### config.mk
export PLATFORM = sky130hd
export DESIGN_NAME = spi_flash_command_sequencer_unit
export DESIGN_NICKNAME = d
export VERILOG_FILES = /design/src/rtl/sfcs_pkg.sv /design/src/rtl/spi_flash_command_sequencer_unit.sv
export SDC_FILE = /design/constraint.sdc
export NUM_CORES = 1
export LEC_CHECK = 0
export BUFFER_PORTS_ARGS = -buffer_cell sky130_fd_sc_hd__buf_4
export CORE_MARGIN = 2
export CORE_UTILIZATION = 40
export CTS_CLUSTER_DIAMETER = 200
export DETAILED_ROUTE_END_ITERATION = 12
export HOLD_SLACK_MARGIN = 0.12
export PLACE_DENSITY_LB_ADDON = 0.12
export SLEW_MARGIN = 20
export SYNTH_ARGS = -nofsm -noshare
export SYNTH_HDL_FRONTEND = slang
export SYNTH_SLANG_ARGS = --single-unit
export TNS_END_PERCENT = 30
### constraint.sdc
create_clock -name clk -period 6.8 [get_ports clk]
set_input_delay 1.7 -clock clk [delete_from_list [all_inputs] [get_ports clk]]
set_output_delay 1.7 -clock clk [all_outputs]
set_load 0.02 [all_outputs]
### src/rtl/sfcs_pkg.sv
package sfcs_pkg;

  localparam int unsigned RESULTS_MAX = 6;
  localparam int unsigned CNT_W       = 3;

  localparam logic [3:0] OP_READ    = 4'd0;
  localparam logic [3:0] OP_PROG    = 4'd1;
  localparam logic [3:0] OP_ER4K    = 4'd2;
  localparam logic [3:0] OP_ER64K   = 4'd3;
  localparam logic [3:0] OP_CHIP    = 4'd4;
  localparam logic [3:0] OP_STAT1   = 4'd5;
  localparam logic [3:0] OP_STAT2   = 4'd6;
  localparam logic [3:0] OP_SLEEP   = 4'd7;
  localparam logic [3:0] OP_RESUME  = 4'd8;
  localparam logic [3:0] OP_WRSTAT  = 4'd9;
  localparam logic [3:0] OP_WRDIS   = 4'd10;
  localparam logic [3:0] OP_VOLSTAT = 4'd11;
  localparam logic [3:0] OP_RX      = 4'd12;

  localparam logic [7:0] CMD_RDSR1  = 8'h05;
  localparam logic [7:0] CMD_RDSR2  = 8'h35;
  localparam logic [7:0] CMD_READ   = 8'h03;
  localparam logic [7:0] CMD_CHIP   = 8'hC7;
  localparam logic [7:0] CMD_ER4K   = 8'h20;
  localparam logic [7:0] CMD_ER64K  = 8'hD8;
  localparam logic [7:0] CMD_PROG   = 8'h02;
  localparam logic [7:0] CMD_WREN   = 8'h06;
  localparam logic [7:0] CMD_WRDI   = 8'h04;
  localparam logic [7:0] CMD_WRSR   = 8'h01;
  localparam logic [7:0] CMD_SLEEP  = 8'hB9;
  localparam logic [7:0] CMD_RESUME = 8'hAB;
  localparam logic [7:0] CMD_VOLSR  = 8'h50;
  localparam logic [7:0] NO_SECOND  = 8'hFF;

  typedef enum logic [1:0] {
    KIND_SEND   = 2'd0,
    KIND_SLOT   = 2'd1,
    KIND_ANSWER = 2'd2
  } kind_t;

  typedef enum logic [7:0] {
    PH_IDLE       = 8'b0000_0001,
    PH_READY      = 8'b0000_0010,
    PH_WEL        = 8'b0000_0100,
    PH_DATA       = 8'b0000_1000,
    PH_STATUS     = 8'b0001_0000,
    PH_POLL       = 8'b0010_0000,
    PH_WRSTAT_WEL = 8'b0100_0000,
    PH_WRDIS_WEL  = 8'b1000_0000
  } phase_t;

  typedef struct packed {
    logic [3:0]  operation;
    logic [23:0] address;
    logic [7:0]  payload;
    logic [7:0]  second_status;
  } req_t;

  typedef struct packed {
    kind_t       kind;
    logic [7:0]  tx_byte;
    logic        release_select;
    logic        answer_ok;
    logic [7:0]  answer_data;
    logic        last;
  } rsp_t;

endpackage

### src/rtl/spi_flash_command_sequencer_unit.sv
// The first result is registered and shown in the cycle after the request transfer.
// Throughput: one result per cycle while rsp_stall is low; a request emitting
// N results (0 to 6) holds the result buffer until they have all left, and the next
// request is taken in the cycle its last result leaves. Set by the single shifting result buffer.
// Reset: synchronous; idle phase, held status byte all ones, buffer empty.
module spi_flash_command_sequencer_unit #(
  parameter int unsigned ADDRESS_BITS = 24
) (
  input  logic           clk,
  input  logic           rst,
  input  logic           req_valid,
  output logic           req_stall,
  input  sfcs_pkg::req_t req,
  output logic           rsp_valid,
  input  logic           rsp_stall,
  output sfcs_pkg::rsp_t rsp
);
  import sfcs_pkg::*;

  localparam int unsigned AddrBytes = (ADDRESS_BITS + 7) / 8;
  localparam int unsigned AddrExtW  = AddrBytes * 8;

  phase_t                  phase, phase_next;
  logic [3:0]              pending_request, pending_request_next;
  logic [ADDRESS_BITS-1:0] held_address;
  logic [7:0]              held_payload;
  logic [7:0]              held_second_status;

  rsp_t                    seq_q [RESULTS_MAX];
  logic [CNT_W-1:0]        count_q;
  rsp_t                    seq [RESULTS_MAX];
  logic [CNT_W-1:0]        cnt;

  logic                    accept;
  logic                    rsp_xfer;
  logic                    is_request;
  logic [AddrExtW-1:0]     addr_ext;
  logic [7:0]              rx_b;

  function automatic rsp_t f_send(input logic [7:0] b, input logic rel);
    rsp_t r;
    r = '0;
    r.kind = KIND_SEND;
    r.tx_byte = b;
    r.release_select = rel;
    return r;
  endfunction

  function automatic rsp_t f_slot();
    rsp_t r;
    r = '0;
    r.kind = KIND_SLOT;
    r.release_select = 1'b1;
    return r;
  endfunction

  function automatic rsp_t f_answer(input logic ok, input logic [7:0] data);
    rsp_t r;
    r = '0;
    r.kind = KIND_ANSWER;
    r.answer_ok = ok;
    r.answer_data = data;
    return r;
  endfunction

  assign rsp_valid  = (count_q != '0);
  assign rsp        = seq_q[0];
  assign rsp_xfer   = rsp_valid && !rsp_stall;
  assign req_stall  = (count_q != '0) && !((count_q == CNT_W'(1)) && !rsp_stall);
  assign accept     = req_valid && !req_stall;
  assign is_request = (req.operation < OP_RX) && (phase == PH_IDLE);
  assign addr_ext   = AddrExtW'(held_address);
  assign rx_b       = req.payload;

  always_comb begin
    for (int k = 0; k < RESULTS_MAX; k++) begin
      seq[k] = '0;
    end
    cnt = '0;
    phase_next = phase;
    pending_request_next = pending_request;

    if (accept && req.operation == OP_RX) begin
      case (phase)
        PH_READY: begin
          if (rx_b[0]) begin
            seq[cnt] = f_answer(1'b0, 8'h00); cnt = cnt + 1'b1;
            phase_next = PH_IDLE;
          end else if (pending_request == OP_READ) begin
            seq[cnt] = f_send(CMD_READ, 1'b0); cnt = cnt + 1'b1;
            for (int i = AddrBytes - 1; i >= 0; i--) begin
              seq[cnt] = f_send(addr_ext[8*i +: 8], 1'b0); cnt = cnt + 1'b1;
            end
            seq[cnt] = f_slot(); cnt = cnt + 1'b1;
            phase_next = PH_DATA;
          end else begin
            seq[cnt] = f_send(CMD_WREN, 1'b1); cnt = cnt + 1'b1;
            seq[cnt] = f_send(CMD_RDSR1, 1'b0); cnt = cnt + 1'b1;
            seq[cnt] = f_slot(); cnt = cnt + 1'b1;
            phase_next = PH_WEL;
          end
        end
        PH_WEL: begin
          if (!rx_b[1]) begin
            seq[cnt] = f_answer(1'b0, 8'h00); cnt = cnt + 1'b1;
            phase_next = PH_IDLE;
          end else begin
            case (pending_request)
              OP_PROG: begin
                seq[cnt] = f_send(CMD_PROG, 1'b0); cnt = cnt + 1'b1;
                for (int i = AddrBytes - 1; i >= 0; i--) begin
                  seq[cnt] = f_send(addr_ext[8*i +: 8], 1'b0); cnt = cnt + 1'b1;
                end
                seq[cnt] = f_send(held_payload, 1'b1); cnt = cnt + 1'b1;
                seq[cnt] = f_answer(1'b1, 8'h00); cnt = cnt + 1'b1;
                phase_next = PH_IDLE;
              end
              OP_ER4K, OP_ER64K: begin
                seq[cnt] = f_send((pending_request == OP_ER4K) ? CMD_ER4K : CMD_ER64K,
                                  1'b0);
                cnt = cnt + 1'b1;
                for (int i = AddrBytes - 1; i >= 0; i--) begin
                  seq[cnt] = f_send(addr_ext[8*i +: 8], (i == 0));
                  cnt = cnt + 1'b1;
                end
                seq[cnt] = f_send(CMD_RDSR1, 1'b0); cnt = cnt + 1'b1;
                seq[cnt] = f_slot(); cnt = cnt + 1'b1;
                phase_next = PH_POLL;
              end
              OP_CHIP: begin
                seq[cnt] = f_send(CMD_CHIP, 1'b1); cnt = cnt + 1'b1;
                seq[cnt] = f_send(CMD_RDSR1, 1'b0); cnt = cnt + 1'b1;
                seq[cnt] = f_slot(); cnt = cnt + 1'b1;
                phase_next = PH_POLL;
              end
              default: begin
                seq[cnt] = f_send(CMD_SLEEP, 1'b1); cnt = cnt + 1'b1;
                seq[cnt] = f_answer(1'b1, 8'h00); cnt = cnt + 1'b1;
                phase_next = PH_IDLE;
              end
            endcase
          end
        end
        PH_DATA, PH_STATUS: begin
          seq[cnt] = f_answer(1'b1, rx_b); cnt = cnt + 1'b1;
          phase_next = PH_IDLE;
        end
        PH_POLL: begin
          if (rx_b[0]) begin
            seq[cnt] = f_send(CMD_RDSR1, 1'b0); cnt = cnt + 1'b1;
            seq[cnt] = f_slot(); cnt = cnt + 1'b1;
          end else begin
            seq[cnt] = f_answer(1'b1, 8'h00); cnt = cnt + 1'b1;
            phase_next = PH_IDLE;
          end
        end
        PH_WRSTAT_WEL: begin
          seq[cnt] = f_send(CMD_WRSR, 1'b0); cnt = cnt + 1'b1;
          seq[cnt] = f_send(held_payload, held_second_status == NO_SECOND);
          cnt = cnt + 1'b1;
          if (held_second_status != NO_SECOND) begin
            seq[cnt] = f_send(held_second_status, 1'b1); cnt = cnt + 1'b1;
          end
          seq[cnt] = f_answer(1'b1, 8'h00); cnt = cnt + 1'b1;
          phase_next = PH_IDLE;
        end
        PH_WRDIS_WEL: begin
          seq[cnt] = f_answer(!rx_b[1], 8'h00); cnt = cnt + 1'b1;
          phase_next = PH_IDLE;
        end
        default: ;
      endcase
    end else if (accept && is_request) begin
      pending_request_next = req.operation;
      case (req.operation)
        OP_READ, OP_PROG, OP_ER4K, OP_ER64K, OP_CHIP, OP_SLEEP: begin
          seq[cnt] = f_send(CMD_RDSR1, 1'b0); cnt = cnt + 1'b1;
          seq[cnt] = f_slot(); cnt = cnt + 1'b1;
          phase_next = PH_READY;
        end
        OP_STAT1, OP_STAT2: begin
          seq[cnt] = f_send((req.operation == OP_STAT1) ? CMD_RDSR1 : CMD_RDSR2, 1'b0);
          cnt = cnt + 1'b1;
          seq[cnt] = f_slot(); cnt = cnt + 1'b1;
          phase_next = PH_STATUS;
        end
        OP_RESUME: begin
          seq[cnt] = f_send(CMD_RESUME, 1'b1); cnt = cnt + 1'b1;
          seq[cnt] = f_answer(1'b1, 8'h00); cnt = cnt + 1'b1;
          phase_next = PH_IDLE;
        end
        OP_WRSTAT: begin
          seq[cnt] = f_send(CMD_WREN, 1'b1); cnt = cnt + 1'b1;
          seq[cnt] = f_send(CMD_RDSR1, 1'b0); cnt = cnt + 1'b1;
          seq[cnt] = f_slot(); cnt = cnt + 1'b1;
          phase_next = PH_WRSTAT_WEL;
        end
        OP_WRDIS: begin
          seq[cnt] = f_send(CMD_WRDI, 1'b1); cnt = cnt + 1'b1;
          seq[cnt] = f_send(CMD_RDSR1, 1'b0); cnt = cnt + 1'b1;
          seq[cnt] = f_slot(); cnt = cnt + 1'b1;
          phase_next = PH_WRDIS_WEL;
        end
        default: begin
          seq[cnt] = f_send(CMD_VOLSR, 1'b1); cnt = cnt + 1'b1;
          seq[cnt] = f_answer(1'b1, 8'h00); cnt = cnt + 1'b1;
          phase_next = PH_IDLE;
        end
      endcase
    end

    if (cnt != '0) begin
      seq[cnt - 1'b1].last = 1'b1;
    end
  end

  always_ff @(posedge clk) begin
    if (rst) begin
      phase              <= PH_IDLE;
      pending_request    <= OP_READ;
      held_address       <= '0;
      held_payload       <= '0;
      held_second_status <= NO_SECOND;
      count_q            <= '0;
    end else begin
      phase           <= phase_next;
      pending_request <= pending_request_next;
      if (accept && is_request) begin
        held_address       <= req.address[ADDRESS_BITS-1:0];
        held_payload       <= req.payload;
        held_second_status <= req.second_status;
      end
      if (accept && cnt != '0) begin
        count_q <= cnt;
      end else if (rsp_xfer) begin
        count_q <= count_q - 1'b1;
      end
    end
  end

  always_ff @(posedge clk) begin
    if (accept && cnt != '0) begin
      for (int k = 0; k < RESULTS_MAX; k++) begin
        seq_q[k] <= seq[k];
      end
    end else if (rsp_xfer) begin
      for (int k = 0; k < RESULTS_MAX - 1; k++) begin
        seq_q[k] <= seq_q[k+1];
      end
    end
  end

endmodule
; ---- Word level (Yosys, flattened, before mapping)
; Memory sizes are Yosys's and may differ from the RTL's.
; Cells that the tools add are included.
[totals]
in_bits = 48
word_cells = 149
mem_bits_rw = 126
n_memories = 1
regBits = 55
output_inout_bits = 23
[op_classes]
n_bitwise = 11
addsub = 3
muxes = 64
n_eq_ne = 28
order_cmp = 5
n_reduce_logical = 31
[memory_table]
columns = memory, depth, word_bits, read_ports, rd_clocked_by_memory_dff, wr, line_no
row1 = seq_q, 6, 21, 6, 0, 6, spi_flash_command_sequencer_unit.sv:29  ; rsp_t seq_q [RESULTS_MAX];
[op_table]
columns = op, n
row1 = $mux W21, 11
row2 = $pmux W40 S5, 1
row3 = $pmux W63 S3, 1
row4 = $bwmux W126, 1
row5 = $demux W21 S3, 2
row6 = $mux W126, 1
row7 = $mux W63, 2
row8 = $pmux W21 S6, 1
row9 = $pmux W61 S2, 1
row10 = $pmux W40 S3, 1
row11 = $and A106 B114 Y114, 1
row12 = $not A114 Y114, 1
row13 = $mux W105, 1
row14 = $mux W84, 1
row15 = $pmux W21 S4, 1
row16 = $pmux W8 S4, 2
row17 = $mux W61, 1
row18 = $mux W56, 1
row19 = $pmux W21 S2, 1
row20 = $mux W20, 2
row21 = $mux W40, 1
row22 = $pmux W20 S2, 1
row23 = $mux W8, 4
row24 = $mux W3, 8
row25 = 43 further kinds, 94

; ---- Depth between registers and ports, before layout
[depth]
ltp_word = 20
mapped_depth = 16
depth_no_buf = 13

; ---- Worst setup path after synthesis
; Ideal clock, no wire load.
[synth_timing]
path_kind = input -> register
startpoint = input req[40] (netlist bit)
endpoint = memory seq_q[0][0] (netlist bit) (enable)
cell_stages = 9
path_buffers = 2
required_ns = 6.403
t_arrival_ns = 4.889
path_slack_ns = 1.514
setup_ns = 0.397
cell_sequence = clkbuf_1 -> or4_1 -> clkbuf_1 -> a21o_1 -> o21ai_1 -> inv_1 -> ha_1 -> o21bai_1 -> or2_2
[synth_rtl]
columns = item, line_no
row1 = "start, declared", spi_flash_command_sequencer_unit.sv:13  ; input sfcs_pkg::req_t req,
row2 = "end, declared", spi_flash_command_sequencer_unit.sv:29

==> flow_summary.json <==
{
  "p_comb_frac": 0.294,
  "p_int_mw": 2.16,
  "dpl_cell_area_um2": 6700,
  "io_buffer_count": 70,
  "place.gp.congestion": 0.939,
  "max_slew_margin": 0.299,
  "groute.usage.overall": 0.214,
  "layout_commonest_cell": "nand2_1",
  "power_leakage_nw": 2.75,
  "startpoint_type": "input pin",
  "drive_gt1_frac": 0.180,
  "num_antenna_cells": 0,
  "drt-pass1-iter-count": 5,
  "yosysSeqAreaShare": 0.538,
  "grt_pass1_wl_um": 26700,
  "synth_area_um2": 6070,
  "area_growth_syn_to_layout_pct": 21.5,
  "clock_latency_ns": 0.42,
  "pwr-share-seq": 0.403,
  "cts_setup_buffers": 0,
  "antenna_found_initial": 0,
  "fillers": 1408,
  "ir_worst_vdd_mv": 0.163,
  "cts_resized": 0,
  "crit_path_end_kind": "flop",
  "period_minus_slack_ns": 5.37,
  "final_area_um2": 7370,
  "ys_types": 60,
  "htreeDepth": 4,
  "postRouteAntennaNets": 0,
  "worst_slew_pin_slew_ns": 1.04,
  "grt_max_degree": 60,
  "path_max_fanout": 59,
  "die_height_um": 127,
  "power.density_nw_per_um2": 440,
  "skew_ns": 0.00874,
  "power.share.clock": 0.304,
  "wirelength_um": 16500,
  "cts_root_buf": "clkbuf_16",
  "cts_sinks": 127,
  "initial_core_util": 0.403,
  "remaining_drc_errors": 0,
  "worst-setup-path-type": "input pin to flop",
  "num_rows": 45,
  "die_w_um": 127,
  "rsz0062_at_grt": "no",
  "yosys_most_used_dff": "edfxtp_1",
  "synth_area_per_cell_um2": 9.60,
  "maxSlewViolCount": 0,
  "wire_per_inst_um": 18.7,
  "status": "finished clean",
  "grt_pass1_vias": 4766,
  "io_pins": 71,
  "yosys_warnings": 0,
  "async_reset_ff_frac": 0,
  "arrival_ns": 5.46,
  "nets": 735,
  "dp_hpwl_um": 11400,
  "syn_inst": 632,
  "required_ns": 6.89,
  "vias_per_cell": 5.64,
  "fin_setup_tns_ns": 0,
  "ys_ff_latch": 127,
  "switching_power_mw": 1.09,
  "final_cell_mix": "142 x nand2_1, 76 x buf_4, 72 x edfxtp_1, 65 x a21oi_1, 55 x dfxtp_1",
  "vias": 4977,
  "fin_crit_sh": 0.790,
  "core_area_um2": 15000,
  "clock_path_buffers": 2,
  "swShare": 0.335,
  "synth_edf_count": 72,
  "drt_iter0_markers": 513,
  "overflow": 0,
  "hold_path.class": "flop to flop",
  "setup_viol": 0,
  "syn_nets": 685,
  "cts_tree": "yes",
  "clk_pin_slew_ns": 0.06,
  "dieArea_um2": 16200,
  "cts_buffers": 17,
  "drv_cap": 0,
  "finalHoldViolCount": 0,
  "cts_hold_buffers": 0,
  "fmax_mhz": 186
}
[path summary, 6_finish.rpt]
path | start | endpoint | slack (ns) | cells after the start
max | rsp_stall | seq_q[1][0] | 1.43 | 12
min | addr_ext[8] | addr_ext[8] | 0.46 | 2
max reg2reg | count_q[1] | seq_q[1][0] | 2.24 | 13
min reg2reg | addr_ext[8] | addr_ext[8] | 0.46 | 2
[cells in the mapped netlist, types with 4 or more instances]
| cell type | n | area share |
|---|---|---|
| dfxtp_1 | 55 | 0.18 |
| clkbuf_1 | 33 | 0.020 |
| a21o_1 | 6 | 0.0074 |
| a22oi_1 | 15 | 0.019 |
| nor2_1 | 29 | 0.018 |
| buf_2 | 5 | 0.0041 |
| and3_1 | 11 | 0.011 |
| edfxtp_1 | 72 | 0.36 |
| nand3b_1 | 12 | 0.015 |
| or2_2 | 5 | 0.0052 |
| a31oi_1 | 7 | 0.0072 |
| inv_1 | 8 | 0.0050 |
| a21oi_1 | 65 | 0.054 |
| o211ai_1 | 4 | 0.0050 |
| a211oi_1 | 4 | 0.0050 |
| o31ai_1 | 17 | 0.021 |
| and2_1 | 10 | 0.010 |
| o21ai_0 | 18 | 0.015 |
| nand2b_1 | 6 | 0.0062 |
| o21a_1 | 7 | 0.0087 |
| nand3_1 | 6 | 0.0050 |
| ha_1 | 5 | 0.010 |
| nand2_1 | 142 | 0.088 |
| nor3_1 | 7 | 0.0058 |
| nor4_1 | 5 | 0.0052 |
| a22o_1 | 9 | 0.013 |
| a32o_1 | 4 | 0.0066 |
| nor2b_1 | 6 | 0.0062 |
[routing by layer]
metal	global-route usage	share of wire	up-vias
li1	-	-	2402
met1	0.326	0.48	2345
met2	0.293	0.43	206
met3	0.0511	0.078	24
met4	0.0769	0.017	0
met5	0	0	-
[per-stage QoR]
stage               utilization  hold WS (ns)  instances  power [mW]  setup slack, ns
finish                    0.490         0.458        883        3.25             1.43
global route              0.490         0.483        883        3.43             1.18
CTS                       0.490         0.459        883        3.28             1.48
detailed placement        0.446         0.449        851        2.28             1.02
global placement          0.446         0.446        851        2.25             1.16
floorplan                     -         0.432        632        1.95             1.51
[kinds of logic (layout without fill, tap and decap cells)]
| kind of cell | Yosys count | after routing | synth area share |
|---|---|---|---|
| buf+inv | 54 | 117 | 0.0394 |
| flops | 127 | 127 | 0.538 |
| xor+xnor | 4 | 4 | 0.00578 |
| mux | 1 | 1 | 0.00165 |
| fa+ha+maj | 5 | 5 | 0.0103 |
| compound gates | 176 | 176 | 0.193 |
| simple gates | 265 | 265 | 0.212 |
[power by group through the flow]
| stage | clock network (mW) | logic (mW) | registers, mW |
|---|---|---|---|
| after floorplan | 0 | 0.596 | 1.35 |
| after global placement | 0 | 0.936 | 1.32 |
| after detailed placement | 0 | 0.960 | 1.32 |
| after CTS | 1.00 | 0.964 | 1.31 |
| after global routing | 1.03 | 1.06 | 1.34 |
| final | 0.985 | 0.953 | 1.31 |
[flip-flops by register name, indices dropped and copies added, names as in the netlist]
name	flops
addr_ext	24
count_q	3
held_payload	8
held_second_status	8
pending_request	4
phase	8
seq_q	72
[layout make-up]
class                           instances  area (µm²)  area share
Clock buffer                           26         628      0.0852
Clock inverter                          6        45.0     0.00611
Inverter                                8        30.0     0.00407
Timing Repair Buffer                   77         591      0.0801
Sequential cell                       127        3260       0.443
Multi-Input combinational cell        451        2580       0.350
Tap cell                              188         235      0.0319
[worst max-delay path: stages]
cell and delay (ns):
buf_4 0.12, nor2b_1 0.14, o211ai_1 0.10, buf_4 0.18
or4_1 0.71, a21o_1 0.26, o21ai_1 0.40, inv_1 0.16
ha_1 0.32, o21bai_1 0.52, or2_2 0.46, buf_12 0.34
No activity file was read; power rests on OpenSTA's default activity.
